==> src/sv/flrc_pkg.sv <==
// ----------------------------------------------------------------------------
// flrc_pkg
// Types, constants and the CRC byte update for the framed link receiver.
// ----------------------------------------------------------------------------
package flrc_pkg;

    localparam logic [7:0]  FLAG_BYTE   = 8'h7E;
    localparam logic [7:0]  ESC_BYTE    = 8'h7D;
    localparam logic [7:0]  ESC_XOR     = 8'h20;
    localparam int          DATA_BIT    = 7;
    localparam int          SEQ_W       = 3;
    localparam int          SEQ_MODULUS = 8;
    localparam logic [15:0] CRC_POLY_RST = 16'hA001;
    localparam logic [15:0] CRC_INIT_RST = 16'hFFFF;
    localparam int          OUT_DATA_W  = 24;

    typedef enum logic [2:0] {
        VERDICT_IN_ORDER  = 3'd0,
        VERDICT_CRC_ERR   = 3'd1,
        VERDICT_OUT_ORDER = 3'd2,
        VERDICT_CONTROL   = 3'd3,
        VERDICT_NO_FRAME  = 3'd4
    } verdict_t;

    typedef enum logic [0:0] {
        REG_CRC_POLY = 1'b0,
        REG_CRC_INIT = 1'b1
    } reg_idx_t;

    typedef struct packed {
        logic [SEQ_W-1:0] peer_ack_seq;
        logic [SEQ_W-1:0] frame_seq;
        logic [SEQ_W-1:0] ack_seq;
        logic             ack_due;
        verdict_t         verdict;
        logic [7:0]       payload_byte;
    } result_t;

    // Reflected CRC16, one byte, LSB first.
    function automatic logic [15:0] crc_byte(input logic [15:0] c_in,
                                             input logic [7:0]  b,
                                             input logic [15:0] poly);
        logic [15:0] c;
        c = c_in ^ {8'h00, b};
        for (int i = 0; i < 8; i++)
        begin
            if (c[0])
            begin
                c = (c >> 1) ^ poly;
            end
            else
            begin
                c = c >> 1;
            end
        end
        return c;
    endfunction

endpackage

==> src/sv/framed_link_receiver_core.sv <==
// ----------------------------------------------------------------------------
// framed_link_receiver_core
// Flag-delimited, byte-stuffed link receiver with CRC16 check and sequence
// tracking. Emits payload bytes two bytes late, one verdict per frame of three or more bytes,
// and a no-frame verdict per stray byte outside a frame.
// channel   dir   fields
// s_*       in    s_tdata[7:0] rx_byte
// m_*       out   m_tuser is_end; m_tdata payload, verdict, ack, seqs
// APB       in    0x0 crc_poly, 0x4 crc_init
//
// A byte can be taken every cycle while s_tready is high; its result is registered
// on m_*, or held in the skid entry while m_* stalls. The CRC byte update, from the
// CRC register through the new byte back into it, is the deepest path.
// Results land in an output register backed by one skid entry; s_tready
// drops only while the skid entry is occupied.
// rst_n clears framing state and sequence and sets the CRC to its init default; config returns to defaults.
// ----------------------------------------------------------------------------
module framed_link_receiver_core
    import flrc_pkg::*;
#(
    parameter int SEQ_MOD = SEQ_MODULUS
)
(
    input  logic                  clk,
    input  logic                  rst_n,
    input  logic                  s_tvalid,
    output logic                  s_tready,
    input  logic [7:0]            s_tdata,    // [7:0] rx_byte
    output logic                  m_tvalid,
    input  logic                  m_tready,
    output logic [OUT_DATA_W-1:0] m_tdata,    // [7:0] payload_byte, [10:8] verdict,
                                              // [11] ack_due, [14:12] ack_seq,
                                              // [17:15] frame_seq, [20:18] peer_ack_seq
    output logic                  m_tuser,    // [0] is_end
    input  logic                  psel,
    input  logic                  penable,
    input  logic                  pwrite,
    input  logic [2:0]            paddr,
    input  logic [31:0]           pwdata,
    output logic [31:0]           prdata,
    output logic                  pready
);

    localparam logic [SEQ_W:0] SEQ_WRAP = (SEQ_W+1)'(SEQ_MOD);

    logic [15:0]      crc_poly_reg, crc_init_reg;
    logic             in_frame_reg, in_frame_next;
    logic             esc_reg, esc_next;
    logic [1:0]       cnt_reg, cnt_next;
    logic [7:0]       ctrl_reg, ctrl_next;
    logic [7:0]       d0_reg, d0_next, d1_reg, d1_next;
    logic [15:0]      crc_reg, crc_next;
    logic [SEQ_W-1:0] exp_reg, exp_next;

    logic             out_valid_reg, skid_valid_reg;
    logic             out_end_reg, skid_end_reg;
    result_t          out_res_reg, skid_res_reg;

    result_t          res;
    logic             res_end, has_res;
    logic             accept, pop, cfg_wr;
    reg_idx_t         cfg_idx;
    logic [7:0]       ub;
    logic [SEQ_W:0]   exp_inc;
    logic [SEQ_W-1:0] exp_wrap;

    assign pready   = 1'b1;
    assign cfg_idx  = reg_idx_t'(paddr[2]);
    assign cfg_wr   = psel && penable && pwrite && pready;
    assign prdata   = (cfg_idx == REG_CRC_INIT) ? {16'h0000, crc_init_reg}
                                                : {16'h0000, crc_poly_reg};

    assign s_tready = !skid_valid_reg;
    assign accept   = s_tvalid && s_tready;
    assign pop      = out_valid_reg && m_tready;
    assign m_tvalid = out_valid_reg;
    assign m_tuser  = out_end_reg;
    assign m_tdata  = {{(OUT_DATA_W-$bits(result_t)){1'b0}}, out_res_reg};

    assign exp_inc  = {1'b0, exp_reg} + 1'b1;
    assign exp_wrap = (exp_inc >= SEQ_WRAP) ? '0 : exp_inc[SEQ_W-1:0];
    assign ub       = esc_reg ? (s_tdata ^ ESC_XOR) : s_tdata;

    always_comb
    begin
        in_frame_next = in_frame_reg;
        esc_next      = esc_reg;
        cnt_next      = cnt_reg;
        ctrl_next     = ctrl_reg;
        d0_next       = d0_reg;
        d1_next       = d1_reg;
        crc_next      = crc_reg;
        exp_next      = exp_reg;
        res           = '0;
        res_end       = 1'b0;
        has_res       = 1'b0;
        if (!in_frame_reg)
        begin
            if (s_tdata == FLAG_BYTE)
            begin
                in_frame_next = 1'b1;
                esc_next      = 1'b0;
                cnt_next      = 2'd0;
                crc_next      = crc_init_reg;
            end
            else
            begin
                has_res     = 1'b1;
                res_end     = 1'b1;
                res.verdict = VERDICT_NO_FRAME;
            end
        end
        else if (!esc_reg && s_tdata == FLAG_BYTE)
        begin
            esc_next = 1'b0;
            cnt_next = 2'd0;
            crc_next = crc_init_reg;
            if (cnt_reg == 2'd3)
            begin
                has_res = 1'b1;
                res_end = 1'b1;
                if (crc_reg != 16'h0000)
                begin
                    res.verdict = VERDICT_CRC_ERR;
                end
                else if (ctrl_reg[DATA_BIT])
                begin
                    res.ack_due   = 1'b1;
                    res.frame_seq = ctrl_reg[SEQ_W-1:0];
                    if (ctrl_reg[SEQ_W-1:0] != exp_reg)
                    begin
                        res.verdict = VERDICT_OUT_ORDER;
                        res.ack_seq = exp_reg;
                    end
                    else
                    begin
                        res.verdict = VERDICT_IN_ORDER;
                        res.ack_seq = exp_wrap;
                        exp_next    = exp_wrap;
                    end
                end
                else
                begin
                    res.verdict      = VERDICT_CONTROL;
                    res.peer_ack_seq = ctrl_reg[5:3];
                end
            end
        end
        else if (!esc_reg && s_tdata == ESC_BYTE)
        begin
            esc_next = 1'b1;
        end
        else
        begin
            esc_next = 1'b0;
            crc_next = crc_byte(crc_reg, ub, crc_poly_reg);
            unique case (cnt_reg)
                2'd0:
                begin
                    ctrl_next = ub;
                    cnt_next  = 2'd1;
                end
                2'd1:
                begin
                    d0_next  = ub;
                    cnt_next = 2'd2;
                end
                2'd2:
                begin
                    d1_next  = ub;
                    cnt_next = 2'd3;
                end
                default:
                begin
                    has_res          = 1'b1;
                    res.payload_byte = d0_reg;
                    d0_next          = d1_reg;
                    d1_next          = ub;
                end
            endcase
        end
    end

    always_ff @(posedge clk or negedge rst_n)
    begin
        if (!rst_n)
        begin
            crc_poly_reg <= CRC_POLY_RST;
            crc_init_reg <= CRC_INIT_RST;
        end
        else if (cfg_wr)
        begin
            unique case (cfg_idx)
                REG_CRC_POLY: crc_poly_reg <= pwdata[15:0];
                REG_CRC_INIT: crc_init_reg <= pwdata[15:0];
                default:      crc_poly_reg <= crc_poly_reg;
            endcase
        end
    end

    always_ff @(posedge clk or negedge rst_n)
    begin
        if (!rst_n)
        begin
            in_frame_reg <= 1'b0;
            esc_reg      <= 1'b0;
            cnt_reg      <= 2'd0;
            crc_reg      <= CRC_INIT_RST;
            exp_reg      <= '0;
        end
        else if (accept)
        begin
            in_frame_reg <= in_frame_next;
            esc_reg      <= esc_next;
            cnt_reg      <= cnt_next;
            crc_reg      <= crc_next;
            exp_reg      <= exp_next;
        end
    end

    always_ff @(posedge clk)
    begin
        if (accept)
        begin
            ctrl_reg <= ctrl_next;
            d0_reg   <= d0_next;
            d1_reg   <= d1_next;
        end
    end

    // output register with one skid entry
    always_ff @(posedge clk or negedge rst_n)
    begin
        if (!rst_n)
        begin
            out_valid_reg  <= 1'b0;
            skid_valid_reg <= 1'b0;
        end
        else
        begin
            if (skid_valid_reg && pop)
            begin
                skid_valid_reg <= 1'b0;
            end
            else if (accept && has_res)
            begin
                if (!out_valid_reg || pop)
                begin
                    out_valid_reg <= 1'b1;
                end
                else
                begin
                    skid_valid_reg <= 1'b1;
                end
            end
            else if (pop)
            begin
                out_valid_reg <= 1'b0;
            end
        end
    end

    always_ff @(posedge clk)
    begin
        if (skid_valid_reg && pop)
        begin
            out_res_reg <= skid_res_reg;
            out_end_reg <= skid_end_reg;
        end
        else if (accept && has_res)
        begin
            if (!out_valid_reg || pop)
            begin
                out_res_reg <= res;
                out_end_reg <= res_end;
            end
            else
            begin
                skid_res_reg <= res;
                skid_end_reg <= res_end;
            end
        end
    end

endmodule

==> config.mk <==
export PLATFORM = sky130hd
export DESIGN_NAME = framed_link_receiver_core
export DESIGN_NICKNAME = d
export VERILOG_FILES = /design/src/sv/flrc_pkg.sv /design/src/sv/framed_link_receiver_core.sv
export SDC_FILE = /design/constraint.sdc
export NUM_CORES = 1
export LEC_CHECK = 0
export BUFFER_PORTS_ARGS = -buffer_cell sky130_fd_sc_hd__buf_2
export CAP_MARGIN = 5
export CORE_ASPECT_RATIO = 1.5
export CORE_MARGIN = 2
export CORE_UTILIZATION = 45
export CTS_BUF_LIST = sky130_fd_sc_hd__clkbuf_8
export CTS_CLUSTER_DIAMETER = 200
export CTS_CLUSTER_SIZE = 8
export DETAILED_ROUTE_END_ITERATION = 6
export PLACE_DENSITY = 0.71
export RECOVER_POWER = 25
export SLEW_MARGIN = 20
export SYNTH_ARGS = -nofsm -noshare
export SYNTH_HDL_FRONTEND = slang
export SYNTH_SLANG_ARGS = --single-unit
==> constraint.sdc <==
create_clock -name clk -period 3.66 [get_ports clk]
set_input_delay 0.366 -clock clk [delete_from_list [all_inputs] [get_ports clk]]
set_output_delay 0.366 -clock clk [all_outputs]
set_load 0.005 [all_outputs]
==> metrics.log <==
[metrics] mean instance size in the synthesized netlist: 10.5 µm²
[metrics] Setup-failing EPs final: 16
[metrics] area occupied by multi-input gates: 0.00474 mm²
[metrics] total of buffers placed on input and output ports: 71
[metrics] DR WL/cell: 17.5 µm
[metrics] total iterations of the first detailed-routing run: 5
[metrics] remaining routing DRC violations: 0
[metrics] later-pin clock latency in the skew report: 0.45 ns
[metrics] Hold EP: skid_valid_reg$_DFFE_PN0P_
[metrics] Yosys cell types: 72
[metrics] worst setup path startpoint: crc_reg[2]$_DFFE_PN1P_
[metrics] predominant post-synthesis flop cell: sky130_fd_sc_hd__edfxtp_1
[metrics] post-synth top area share: 0.240
[metrics] Via-to-Cell Ratio: roughly 5.4
[metrics] worst-margin pin slew: 1.35 ns
[metrics] via count: 6514
[metrics] placeable core region: 0.0184 mm²
[metrics] top cell type by total area after synthesis: sky130_fd_sc_hd__edfxtp_1
[metrics] Die Ht: about 170 µm
[metrics] worst r2r src: crc_reg[2]$_DFFE_PN1P_
[metrics] number of synthesized flops with an enable pin: 67
[metrics] most area-consuming cells after synthesis: sky130_fd_sc_hd__edfxtp_1, sky130_fd_sc_hd__dfstp_2, sky130_fd_sc_hd__mux2_2
[metrics] HPWL after DPL: 14700 µm
[metrics] fraction of registers with async set or reset after synthesis: 0.460
[metrics] CTS clock-pin slew for the worst setup and hold paths: 0.09 ns
[metrics] most frequent cells in the layout: sky130_fd_sc_hd__nand2_1, sky130_fd_sc_hd__buf_4, sky130_fd_sc_hd__edfxtp_1, sky130_fd_sc_hd__mux2_2, sky130_fd_sc_hd__buf_2
[metrics] pins over their slew limit: 0
[metrics] final worst path period need: between 3 and 4 ns
[metrics] WHS Path Cells: 2
[metrics] depth of the worst register-to-register path: 16
[metrics] max-cap violations: 0
[metrics] final setup slack of the worst path: -0.186 ns
[metrics] combined area of all synthesized cells: 0.00839 mm²
[metrics] outcome: finished, violations left
[metrics] number of DRC violations after detailed-routing iteration 0: 455
[metrics] clock tree sinks: 124
[metrics] total clock buffers created by CTS: 17
[metrics] number of global-route vias before repair: 6432
[metrics] remaining antenna violation count: 0
[metrics] area of all sequential standard cells: 0.00348 mm²
[metrics] maximum achievable frequency: 0.260 GHz
[metrics] launch point of the worst hold path: m_tready
[metrics] Final Cell Area: 0.0103 mm²
[metrics] sequential share of the synthesized area: 0.415
[metrics] relative max-transition margin: 0.101
[metrics] worst-case clock buffer depth: 2
[metrics] cell area after placement: approximately 0.0093 mm²
[metrics] number of fillers in the final layout: between 1.5k and 2k
[metrics] startpoint type of the worst setup path: flip-flop
[metrics] global routing usage summed across all routing layers: 0.217
[metrics] minimum setup slack among reg-to-reg paths: -0.19 ns
[metrics] critical setup path kind: reg2reg
[metrics] DP Worst Slack: -0.164 ns
[metrics] HP Class: in2reg
[metrics] Data required, critical path: 4.04 ns
[metrics] CTS tree: yes
[metrics] most common cell after layout, fill and taps aside: sky130_fd_sc_hd__nand2_1
[metrics] final worst-path cycle share: 1.05
[metrics] Layout Skew: roughly 0.019 ns
[metrics] number of nets in the finished design: 992
[metrics] count of final hold-check violations: 0
[metrics] reg-to-reg critical path endpoint: crc_reg[0]$_DFFE_PN1P_
[metrics] Worst EP arrival: roughly 4.2 ns
[metrics] cell at the root of the clock tree: sky130_fd_sc_hd__clkbuf_8
[metrics] std cell rows: 61
[metrics] proportion of layout cells with a drive suffix above 1: 0.388
[metrics] Die Span X: between 100 and 150 µm
[metrics] YS warnings: 0
[metrics] cell count after synthesis: 798
[metrics] largest net degree at the start of global routing: 45
[metrics] initial core utilization: 0.456
[metrics] GR Overflow Total: 0
[metrics] Final Wtd Congestion: 0.879
[metrics] worst hold slack: 0.0954 ns
[metrics] unrepaired setup endpoints after global routing: yes
[metrics] maximum level of the CTS H-tree: 4
[metrics] violated checks: setup timing
[metrics] area enclosed by the die boundary: 0.0198 mm²
[metrics] synthesis-stage register bit count: between 100 and 150
[metrics] I/O pin count: 110
[metrics] antenna violations before repair: 0
[metrics] number of diodes: 0
[metrics] area growth from synthesis to final layout: 22.1%
[metrics] wire length of the first global-routing pass: 32800 µm
[metrics] Worst Path Max Fanout: 6
[metrics] final routed wirelength across all metal layers: 21000 µm
[metrics] crit end category: flip-flop
cell type report:
type                    instances  share of cell area
multi-input cells             597               0.463
flip-flops and latches        124               0.340
repair buffers                173               0.119
well taps                     252              0.0308
clock buffers                  17              0.0228
clock inverters                15              0.0167
inverters                      24             0.00879
Yosys cell counts (7+ instances only):
master / number
sky130_fd_sc_hd__nand2_1: 127
sky130_fd_sc_hd__xnor3_1: 13
sky130_fd_sc_hd__inv_1: 24
sky130_fd_sc_hd__xor2_1: 16
sky130_fd_sc_hd__buf_4: 21
sky130_fd_sc_hd__mux2i_1: 15
sky130_fd_sc_hd__clkbuf_1: 20
sky130_fd_sc_hd__a21oi_1: 17
sky130_fd_sc_hd__edfxtp_1: 67
sky130_fd_sc_hd__a22oi_1: 16
sky130_fd_sc_hd__nor4_1: 19
sky130_fd_sc_hd__xnor2_1: 68
sky130_fd_sc_hd__mux2_2: 67
sky130_fd_sc_hd__nand2_2: 9
sky130_fd_sc_hd__dfstp_2: 35
sky130_fd_sc_hd__o21ai_0: 34
sky130_fd_sc_hd__nand3_1: 15
sky130_fd_sc_hd__and3_1: 7
sky130_fd_sc_hd__a211oi_1: 8
sky130_fd_sc_hd__nor3_1: 10
sky130_fd_sc_hd__nor2_1: 32
sky130_fd_sc_hd__a31oi_1: 15
sky130_fd_sc_hd__clkbuf_8: 18
sky130_fd_sc_hd__dfrtp_1: 22
sky130_fd_sc_hd__and2_1: 16
logic make-up (layout without fill, tap and decap cells):
logic type | after synthesis | count (layout) | synth area share
flip-flops | 124 | 124 | 0.415
AND/OR/NAND/NOR | 264 | 264 | 0.151
buffers and inverters | 95 | 229 | 0.0793
XOR/XNOR | 104 | 104 | 0.138
adder cells (fa/ha/maj) | 5 | 5 | 0.00745
other | 2 | 20 | 0.000895
AO/OA/AOI/OAI | 121 | 121 | 0.0985
multiplexers | 83 | 83 | 0.110
metrics by stage:
step / instances / TNS (ns) / utilization
2_1_floorplan: 816 / 0 / -
3_3_place_gp: 1150 / -1.53 / 0.503
3_5_place_dp: 1150 / -1.92 / 0.503
4_1_cts: 1192 / -0.261 / 0.541
5_1_grt: 1202 / -4.23 / 0.557
6_report: 1202 / -2.05 / 0.557
worst max-delay path: stages, from the launching register on:
cell,delay (ns)
sky130_fd_sc_hd__dfstp_2,0.66
sky130_fd_sc_hd__xnor2_4,0.16
sky130_fd_sc_hd__xnor2_2,0.13
sky130_fd_sc_hd__buf_6,0.15
sky130_fd_sc_hd__buf_6,0.10
sky130_fd_sc_hd__nand4_1,0.12
sky130_fd_sc_hd__a21o_1,0.24
sky130_fd_sc_hd__a311oi_4,0.35
sky130_fd_sc_hd__buf_4,0.19
sky130_fd_sc_hd__mux2_2,0.35
sky130_fd_sc_hd__a221oi_4,0.29
sky130_fd_sc_hd__xnor2_2,0.23
sky130_fd_sc_hd__and3_4,0.28
sky130_fd_sc_hd__buf_4,0.17
sky130_fd_sc_hd__nor4_2,0.06
sky130_fd_sc_hd__mux2i_1,0.19
sky130_fd_sc_hd__nand2_1,0.08
repair_timing:
action	CTS	global route
setup endpoints to repair	16	16
cloned	1	1
setup buffers	9	8
resized for setup	33	41
hold buffers	1	0
hold endpoints to repair	3	0
pin swaps	25	16
worst max path at each step:
stage / endpoint / cells past startpoint
finish: crc_reg[0]$_DFFE_PN1P_ / 16
global placement: crc_reg[8]$_DFFE_PN1P_ / 15
CTS: crc_reg[10]$_DFFE_PN1P_ / 14
floorplan: crc_reg[12]$_DFFE_PN1P_ / 15
global route: crc_reg[3]$_DFFE_PN1P_ / 16
detailed placement: crc_reg[8]$_DFFE_PN1P_ / 15
metal layers:
| metal | up-vias | wire, µm | track usage |
|---|---|---|---|
| met4 | 0 | 1010 | 0.112 |
| met2 | 264 | 11300 | 0.398 |
| met3 | 68 | 1190 | 0.0447 |
| li1 | 3048 | - | - |
| met5 | - | 0 | 0 |
| met1 | 3134 | 7520 | 0.230 |
Power is not shown: default switching activity piles up to over one toggle a cycle in this logic, so the estimate is an artifact.
